--- src/sv/tp_ram.sv ---
// ----------------------------------------------------------------------------
// tp_ram: generic simple dual-port RAM
// One write port, one read port, read data registered.
// ----------------------------------------------------------------------------
module tp_ram #(
	parameter int WIDTH = 8,
	parameter int DEPTH = 16
) (
	input  logic                     clk,
	input  logic                     we,
	input  logic [$clog2(DEPTH)-1:0] waddr,
	input  logic [WIDTH-1:0]         wdata,
	input  logic [$clog2(DEPTH)-1:0] raddr,
	output logic [WIDTH-1:0]         rdata
);

	logic [WIDTH-1:0] mem [DEPTH];

	always_ff @(posedge clk) begin
		if (we) begin
			mem[waddr] <= wdata;
		end
		rdata <= mem[raddr];
	end

endmodule

--- config.mk ---
export PLATFORM = sky130hd
export DESIGN_NAME = tp_ram
export DESIGN_NICKNAME = d
export VERILOG_FILES = /design/src/sv/tp_ram.sv
export SDC_FILE = /design/constraint.sdc
export NUM_CORES = 1
export LEC_CHECK = 0
export BUFFER_PORTS_ARGS = -buffer_cell sky130_fd_sc_hd__clkbuf_2
export CORE_UTILIZATION = 60
export DETAILED_ROUTE_END_ITERATION = 6
export PLACE_DENSITY = 0.9
export SYNTH_ARGS = -nofsm -noshare
export SYNTH_HDL_FRONTEND = slang
export SYNTH_SLANG_ARGS = --single-unit
--- constraint.sdc ---
create_clock -name clk -period 2 [get_ports clk]
set_input_delay 0.4 -clock clk [delete_from_list [all_inputs] [get_ports clk]]
set_output_delay 0.4 -clock clk [all_outputs]
set_load 0.02 [all_outputs]
=== Yosys cells after proc, flatten, opt, wreduce, memory -nomap -nowiden ===
Memories as Yosys holds them, arrays and structs flattened. A register that Yosys moved wholly into a read port is not among the register bits.
Index checks and enable logic that the tools add are counted.

* Flip-flop bits (word level): 0
* Bits in writable memories: 128
* Bits of input ports: 18
* Memories: 1

* Multiplexer cells: 2

{| class="wikitable"
|+ Memories
! name !! depth !! width !! read ports !! clocked after memory_dff !! wr ports !! RTL line !! RTL
|-
| mem || 16 || 8 || 1 || 1 || 1 || 17 || <nowiki>logic [WIDTH-1:0] mem [DEPTH];</nowiki>
|}

{| class="wikitable"
|+ Operators by type and width
! cell !! count
|-
| $mux 1 || 2
|}

=== Logic depth before layout (Yosys ltp) ===
Gate-level depths: netlist of the first run.

* Word-level depth: 2
* Depth in mapped cells: 5
* Mapped depth without buffers: 3

=== Worst setup path before layout of the first run ===
OpenSTA, ideal clock, no wires.

* Path type: input -> register
* Start: input waddr[2]
* End: memory mem[0][0] (enable)
* Arrival: 1510 ps
* Slack: 107 ps
* Stages on the path: 2
* Path buffers: 0
* Cell sequence: or3b_2 nor3_1

{| class="wikitable"
|+ RTL lines
! item !! RTL line !! RTL
|-
| start, declared || 11 || <nowiki>input logic [$clog2(DEPTH)-1:0] waddr,</nowiki>
|-
| end, declared || 17 ||
|}

No word-level cell before the write port.

=== Worst setup path after layout of the first run ===
* Start: register rdata[1] (read register of mem)
* End: output rdata[1]

{| class="wikitable"
|+ RTL lines
! item !! RTL line !! RTL
|-
| start, declared || 14 || <nowiki>output logic [WIDTH-1:0] rdata</nowiki>
|}

No word-level cell between the ends.

==> impl_metrics.json, run 1 <==
{
  "synth_common_cells": "edfxtp_1 (128), mux4_2 (18), a22oi_1 (16)",
  "place_ws_ps": 140,
  "rsz0062_at_grt": "no",
  "cts_made_buffers": 17,
  "cp-end-kind": "output pin",
  "path_clk_slew_ps": 60,
  "final_layout_size_suffix_gt1_frac": 0.323,
  "drc": 0,
  "hold_violations": 0,
  "required_ps": 1600,
  "ys.flop_type": "edfxtp_1",
  "yosysTopAreaCell": "edfxtp_1",
  "vias": 2569,
  "finalWorstSetupSlack_ps": 544,
  "dp_hpwl_mm": 6.13,
  "syn_to_final_growth_pct": 19.0,
  "final_nets": 302,
  "cpMaxStageDelayCell": "dfxtp_1",
  "dp.cells": 370,
  "num_antenna_cells": 0,
  "hold_depth": 1,
  "synth_edf_count": 128,
  "path_class": "flop to output pin",
  "r2r-end": "rdata[1]",
  "core-area_um2": 8260,
  "regArea_um2": 4000,
  "yosys_warnings": 0,
  "yosysSeqAreaShare": 0.778,
  "vdd_drop_max_mv": 1.04,
  "synth_most_common_cell": "edfxtp_1",
  "reg2reg_depth": 3,
  "ys_ff_latch": 136,
  "fin_crit_sh": 0.728,
  "synthTopCellsByArea": "edfxtp_1 (75%), mux4_2 (7.9%), mux4_1 (7.1%), dfxtp_1 (3.1%), a22oi_1 (2.3%)",
  "num-fill-cells": 438,
  "grt_pass1_vias": 2623,
  "drtIter0Drc": 222,
  "setup_viol": 0,
  "htree_levels": 4,
  "leakagePower_nw": 2.12,
  "worstHoldStart": "wdata[6]",
  "dieArea_um2": 8950,
  "place_congestion": 0.773,
  "ff2ff_setup_slack_ps": 560,
  "hold_buffers": 0,
  "power_density_nw_per_um2": 1110,
  "root_buffer": "clkbuf_8",
  "worst-path-buf-inv": 1,
  "overflow": 0,
  "crit_family": "flip-flops",
  "postRouteAntennaNets": 0,
  "track_usage": 0.273,
  "path_max_fanout": 1,
  "syn-cell-area_um2": 5150,
  "cts_tree": "yes",
  "yosys.area.top_type_share": 0.747,
  "async_flop_share": 0,
  "clock_tree.buffer_depth": 2,
  "viasPerCell": 6.39,
  "cts_num_sinks": 136,
  "path_cells": "clkbuf_2",
  "final_util": 0.742,
  "slew-limit-headroom": 0.631,
  "reg2reg_from": "mem[1][1]",
  "die_x_um": 94.6,
  "clk_latency_ps": 530,
  "hold_class": "input port to flop",
  "min_to": "mem[14][6]",
  "wirelength_mm": 10.6,
  "cts_resized": 0,
  "critPathMaxStageDelay_ps": 350,
  "finalNonFillerCells": 402,
  "critPathLaunchType": "flop",
  "grt_max_degree": 33,
  "crit_cells": 1,
  "dr.pass1.iters": 7,
  "fmax_ghz": 0.687,
  "grt_pass1_wl_mm": 15.8,
  "maxCapViolCount": 0,
  "antenna_found_initial": 0,
  "initial_utilization": 0.623,
  "status": "completed",
  "synthCells": 229,
  "avgSynthCellArea_um2": 22.5,
  "multiInputGateArea_um2": 1060,
  "wl_per_cell_um": 26.3,
  "maxSlewViolCount": 0,
  "finalClockSkew_ps": 7.50,
  "finalCriticalPeriod_ps": 1460,
  "synth.net_count": 247,
  "crit_arrival_ps": 1060,
  "io-pin-count": 26,
  "tightestPinTransition_ps": 549,
  "die_h_um": 94.6,
  "fp-row-count": 33,
  "io_buffers": 25,
  "yosys.cell_types.count": 19,
  "cts_setup_buffers": 0,
  "tns_ps": 0
}
==> registers in the layout, summed over array words and instances (netlist names) <==
| signal | cells |
|---|---|
| mem | 128 |
| rdata | 8 |
==> cell families (layout without fill, tap and decap cells) <==
kind of cell	count (synthesis)	after routing	share of synthesized area
compound gates	16	16	0.0233
mux	32	32	0.150
flops	136	136	0.778
simple gates	35	35	0.0318
buf+inv	10	78	0.0168
==> cell type report <==
cell class | count | share of cell area
clock inverter | 12 | 0.0280
clock buffer | 20 | 0.0743
multi-input combinational | 83 | 0.173
tap | 105 | 0.0214
sequential | 136 | 0.653
timing repair buffer | 46 | 0.0502
==> routing by layer <==
metal	track usage	up-vias	routed length (µm)
met5	0	-	0
met4	0.119	0	260
met3	0.104	25	1230
met2	0.427	154	5240
met1	0.343	1303	3840
li1	-	1087	-
==> worst reg2reg max path, delay by kind of cell, from the launching register on <==
| family | cells | cell delay, ps |
|---|---|---|
| AOI/OAI and AO/OA | 1 | 240 |
| DFF | 1 | 410 |
| muxes | 1 | 570 |
| and+or+nand+nor | 1 | 90 |
==> worst max-delay path by stage <==
stage | start | to | slack [ps]
floorplan | waddr[2] | mem[0][0] | 110
global placement | raddr[0] | rdata[1] | 180
detailed placement | raddr[0] | rdata[1] | 140
CTS | rdata[1] | rdata[1] | 540
global route | rdata[1] | rdata[1] | 520
finish | rdata[1] | rdata[1] | 540
==> cells in the final DEF, fill, tap and decap left out, drive strengths merged <==
cell,instances
a22oi,16
and2,1
and2b,1
buf,21
bufinv,4
clkbuf,45
clkinv,5
clkinvlp,2
dfxtp,8
edfxtp,128
inv,1
mux4,32
nand2,9
nand2b,2
nand3,1
nand3b,2
nor2,13
nor2b,1
nor3,4
or3b,1
==> through the flow <==
step | area (µm²) | hold WS (ps) | power, W
after floorplan | 5150 | 499 | 0.00344
after global placement | 5500 | 649 | 0.00356
after detailed placement | 5500 | 663 | 0.00358
after CTS | 6130 | 275 | 0.00682
after global routing | 6130 | 305 | 0.00697
final | 6130 | 298 | 0.00679
==> power breakdown <==
group | switching (W) | internal, W | total, W
clock network | 0.00114 | 0.00212 | 0.00326
registers | 0.0000194 | 0.00319 | 0.00321
logic | 0.000192 | 0.000131 | 0.000323
No activity file was read; power rests on OpenSTA's default activity.
==> inputs of run 2 (changes only) <==
==> constraint.sdc (replaced) <==
create_clock -name clk -period 1.5 [get_ports clk]
set_input_delay 0.3 -clock clk [delete_from_list [all_inputs] [get_ports clk]]
set_output_delay 0.3 -clock clk [all_outputs]
set_load 0.02 [all_outputs]
==> run 2 against run 1 <==
  * Wire length is 5.1% lower
  * Critical path depth rose by 2
  * Critical path type is now flop to flop
  * Highest routed layer unchanged
  * Global-route usage fell by 2.1 points
  * Die area unchanged
  * Design area rose by 2.2%
  * Flip-flop and latch count is the same
  * Sequential power rose by 33%
  * Total power increased by 35%
  * Largest cell class unchanged
  * Combinational power rose by 39%
  * Non-clock buffer count grew 11
  * Clock power rose by 36%
  * Clock skew decreased by 1.4 ps
==> impl_metrics.json, run 2 (synthesis gave the netlist of run 1 again) <==
{
  "status": "completed",
  "htree_levels": 4,
  "critPathLaunchType": "flop",
  "hold_depth": 1,
  "fmax_ghz": 0.709,
  "tightestPinTransition_ps": 732,
  "io-pin-count": 26,
  "hold_class": "input port to flop",
  "cp-end-kind": "flop",
  "hold_violations": 0,
  "viasPerCell": 6.19,
  "final_nets": 313,
  "reg2reg_depth": 3,
  "drtIter0Drc": 254,
  "final_layout_size_suffix_gt1_frac": 0.351,
  "finalCriticalPeriod_ps": 1410,
  "wl_per_cell_um": 24.3,
  "fp-row-count": 33,
  "die_h_um": 94.6,
  "crit_arrival_ps": 1790,
  "dp.cells": 381,
  "finalClockSkew_ps": 6.15,
  "antenna_found_initial": 0,
  "initial_utilization": 0.623,
  "postRouteAntennaNets": 0,
  "overflow": 0,
  "syn_to_final_growth_pct": 21.6,
  "layout_common_cells": "edfxtp_1 (128), buf_4 (28), clkbuf_2 (25)",
  "path_class": "flop to flop",
  "required_ps": 1880,
  "top_register": "mem",
  "layout_commonest_cell": "edfxtp_1",
  "largest_reg_flops": 128,
  "place_ws_ps": -273,
  "root_buffer": "clkbuf_8",
  "final_util": 0.758,
  "final_area_um2": 6260,
  "vdd_drop_max_mv": 1.02,
  "cts_made_buffers": 17,
  "biggestRegsByFlops": "mem x128, rdata x8",
  "grt_pass1_wl_mm": 15.0,
  "cts_tree": "yes",
  "track_usage": 0.252,
  "dieArea_um2": 8950,
  "finalNonFillerCells": 413,
  "grt_use_met1": 0.322,
  "setup_viol": 0,
  "cts_num_sinks": 136,
  "path_max_fanout": 1,
  "dr.pass1.iters": 6,
  "core-area_um2": 8260,
  "maxCapViolCount": 0,
  "gr-usage-met3": 0.0636,
  "num_antenna_cells": 0,
  "power_density_nw_per_um2": 1460,
  "wirelength_mm": 10.0,
  "grt_busiest_layer": "met2",
  "finalWorstSetupSlack_ps": 89.6,
  "clock_tree.buffer_depth": 2,
  "maxSlewViolCount": 0,
  "fin_crit_sh": 0.940,
  "use_met2": 0.408,
  "clk_latency_ps": 510,
  "rsz0062_at_grt": "no",
  "dpl_cell_area_um2": 5610,
  "grt_max_degree": 17,
  "total_power_w": 0.00915,
  "slew-limit-headroom": 0.510,
  "dp_hpwl_mm": 6.18,
  "grt_pass1_vias": 2665,
  "path_clk_slew_ps": 60,
  "place_congestion": 0.857,
  "leakagePower_nw": 2.19,
  "vias": 2557,
  "io_buffers": 25,
  "die_x_um": 94.6,
  "drc": 0
}
==> run 2: cell count changes in the layout (fill, tap and decap cells not counted), moves of 2 or more <==
| cell | previous run | this run |
|---|---|---|
| clkinvlp_4 | 2 | 4 |
| buf_4 | 19 | 28 |
| clkinv_2 | 3 | 1 |
| buf_12 | 2 | 4 |
==> run 2: repair_timing <==
| action | 4_1_cts | 5_1_grt |
|---|---|---|
| setup buffers | 0 | 0 |
| endpoints found under the hold margin | 0 | 0 |
| hold buffers | 0 | 0 |
| setup endpoints to repair | 0 | 1 |
| resized for setup | 0 | 1 |
==> run 2: final timing paths <==
| kind | from | endpoint | slack (ps) |
|---|---|---|---|
| setup / recovery | mem[3][7] | rdata[7] | 90 |
| hold / removal | wdata[4] | mem[8][4] | 210 |
| setup reg to reg | mem[3][7] | rdata[7] | 90 |
| hold reg to reg | mem[14][2] | rdata[2] | 660 |
==> run 2: stage by stage <==
stage	hold WS [ps]	setup TNS (ps)
after global routing	203	0
final	209	0
after CTS	190	0
after detailed placement	663	-3360
after global placement	653	-1670
after floorplan	399	-1980
==> run 2: final cells by class <==
type,count,area [µm²]
fill,436,2000
clock buffer,20,445
timing repair buffer,57,415
tap,105,131
multi-input combinational,83,1070
clock inverter,12,198
sequential,136,4000
==> run 2: worst max-delay path, stage by stage, from the launching register on <==
cell      delay, ps
edfxtp_1        370
mux4_2          490
a22oi_1         290
nand2_1         120
==> run 2: per-layer routing <==
layer | wire [µm] | share of wire
met2 | 5150 | 0.51
met4 | 259 | 0.026
met1 | 4060 | 0.40
met5 | 0 | 0
met3 | 560 | 0.056
==> run 2: power by group <==
| group | total, W | internal (W) | switching [W] |
|---|---|---|---|
| clock network | 0.00442 | 0.00295 | 0.00147 |
| logic | 0.000449 | 0.000193 | 0.000256 |
| registers | 0.00428 | 0.00425 | 0.0000266 |
==> inputs of run 3 (changes only) <==
--- a/config.mk
+++ b/config.mk
@@ -5,10 +5,12 @@
 export SDC_FILE = /design/constraint.sdc
 export NUM_CORES = 1
 export LEC_CHECK = 0
+export ABC_CLOCK_PERIOD_IN_PS = 1200
 export BUFFER_PORTS_ARGS = -buffer_cell sky130_fd_sc_hd__clkbuf_2
-export CORE_UTILIZATION = 60
+export CORE_ASPECT_RATIO = 1.5
+export CORE_UTILIZATION = 54
 export DETAILED_ROUTE_END_ITERATION = 6
-export PLACE_DENSITY = 0.9
+export PLACE_DENSITY = 0.86
 export SYNTH_ARGS = -nofsm -noshare
 export SYNTH_HDL_FRONTEND = slang
 export SYNTH_SLANG_ARGS = --single-unit
==> constraint.sdc (replaced) <==
create_clock -name clk -period 1.2 [get_ports clk]
set_input_delay 0.24 -clock clk [delete_from_list [all_inputs] [get_ports clk]]
set_output_delay 0.24 -clock clk [all_outputs]
set_load 0.02 [all_outputs]
==> run 3 against run 2 <==
  * The flow now finishes with violations (setup timing)
  * Count of clock-buffer cells in the layout shrank 1
  * Critical path depth is the same
  * Clock power grew 27%
  * Worst setup slack lost 230 ps
  * Final cell count grew 2.2%
  * Global-route usage shrank 1.4 points
  * Fmax grew 5.4%
==> impl_metrics.json, run 3 (synthesis gave the netlist of run 1 again) <==
{
  "grt_max_degree": 24,
  "tns_ps": -581,
  "crit_family": "multiplexers",
  "finalWorstSetupSlack_ps": -138,
  "cts_num_sinks": 136,
  "vias": 2602,
  "cpMaxStageDelayCell": "mux4_2",
  "top_layer": "met4",
  "wl_per_cell_um": 24.5,
  "dp.cells": 390,
  "rsz0062_at_grt": "yes",
  "largest_reg_flops": 128,
  "clk_latency_ps": 410,
  "cts_setup_buffers": 0,
  "postRouteAntennaNets": 0,
  "fmax_ghz": 0.747,
  "final_util": 0.690,
  "initial_utilization": 0.556,
  "htree_levels": 4,
  "layout_commonest_cell": "edfxtp_1",
  "path_clk_slew_ps": 60,
  "dieArea_um2": 9930,
  "cts_made_buffers": 17,
  "critPathLaunchType": "flop",
  "maxSlewViolCount": 0,
  "wl_met2_mm": 5.44,
  "dp_hpwl_mm": 6.80,
  "setup_viol": 8,
  "critPathMaxStageDelay_ps": 510,
  "hold_violations": 0,
  "leakagePower_nw": 2.17,
  "fin_crit_sh": 1.12,
  "io_buffers": 25,
  "syn_to_final_growth_pct": 24.1,
  "grt_pass1_vias": 2703,
  "wirelength_mm": 10.3,
  "place_ws_ps": -427,
  "clock_tree.buffer_depth": 2,
  "maxCapViolCount": 0,
  "top_register": "mem",
  "crit_arrival_ps": 1630,
  "die_h_um": 122,
  "num_antenna_cells": 0,
  "path_max_fanout": 1,
  "finalClockSkew_ps": 6.73,
  "slew-limit-headroom": 0.405,
  "cp-end-kind": "flop",
  "violations": "setup timing",
  "layout_common_cells": "edfxtp_1 (128), mux4_2 (31), clkbuf_2 (25), buf_4 (25), clkbuf_16 (17)",
  "drtIter0Drc": 287,
  "vdd_drop_max_mv": 1.19,
  "overflow": 0,
  "grt_pass1_wl_mm": 15.5,
  "fp-row-count": 43,
  "hold_buffers": 0,
  "drc": 0,
  "finalCriticalPeriod_ps": 1340,
  "place_congestion": 0.823,
  "status": "finished with violations",
  "final_nets": 315,
  "finalNonFillerCells": 422,
  "antenna_found_initial": 0,
  "dr.pass1.iters": 5,
  "final_layout_size_suffix_gt1_frac": 0.452,
  "wl_met3_um": 606,
  "viasPerCell": 6.17,
  "worst-path-buf-inv": 0,
  "root_buffer": "clkbuf_16",
  "core-area_um2": 9250,
  "power_density_nw_per_um2": 1810,
  "cts_tree": "yes",
  "required_ps": 1490,
  "track_usage": 0.237,
  "die_x_um": 81.7,
  "hold_class": "input port to flop",
  "biggestRegsByFlops": "mem x128, rdata x8",
  "drt-met1-wl_mm": 3.93,
  "io-pin-count": 26,
  "path_cells": "mux4_2, a22oi_2, nand2_1",
  "tightestPinTransition_ps": 890,
  "path_class": "flop to flop"
}
## run 3: cell types whose count changed in the layout (fill, tap and decap cells not counted), moves of 3 or more
cell	before	now
mux4_2	18	31
a22oi_1	15	9
buf_4	28	25
nor2_4	0	3
nor3_1	3	0
buf_12	4	9
nor2_1	13	5
a22oi_2	1	7
mux4_1	14	1
nor2_2	0	5
## run 3: cell type report
class,instances,area [µm²]
sequential,136,4000
fill,533,2870
multi-input combinational,83,1110
timing repair buffer,59,493
clock buffer,19,443
clock inverter,13,201
tap,112,140
## run 3: final timing paths
kind,start,to,slack (ps),cells after the start
worst max-delay path,mem[2][7],rdata[7],-140,3
worst max register to register,mem[2][7],rdata[7],-140,3
worst min register to register,mem[7][1],rdata[1],670,3
worst min-delay path,wdata[1],mem[9][1],240,1
## run 3: routing by layer
| layer | vias to the layer above | track usage |
|---|---|---|
| li1 | 1095 | - |
| met1 | 1349 | 0.294 |
| met2 | 133 | 0.369 |
| met3 | 25 | 0.0674 |
| met4 | 0 | 0.140 |
| met5 | - | 0 |
## run 3: what timing repair did
item	4_1_cts	5_1_grt
setup endpoints to repair	8	8
pin swaps	3	1
endpoints found under the hold margin	0	0
gates resized for setup	4	3
## run 3: metrics by stage
step                      cell area (µm²)  hold WS [ps]  power, W
after detailed placement             5710           655   0.00604
after floorplan                      5200           339   0.00578
after CTS                            6370           227    0.0116
final                                6390           241    0.0116
after global placement               5710           622   0.00601
after global routing                 6390           252    0.0119
## run 3: report_power, final
| part | leakage, nW | internal (W) | switching, W |
|---|---|---|---|
| logic | 0.637 | 0.000268 | 0.000343 |
| registers | 1.22 | 0.00531 | 0.0000359 |
| clock network | 0.310 | 0.00373 | 0.00189 |
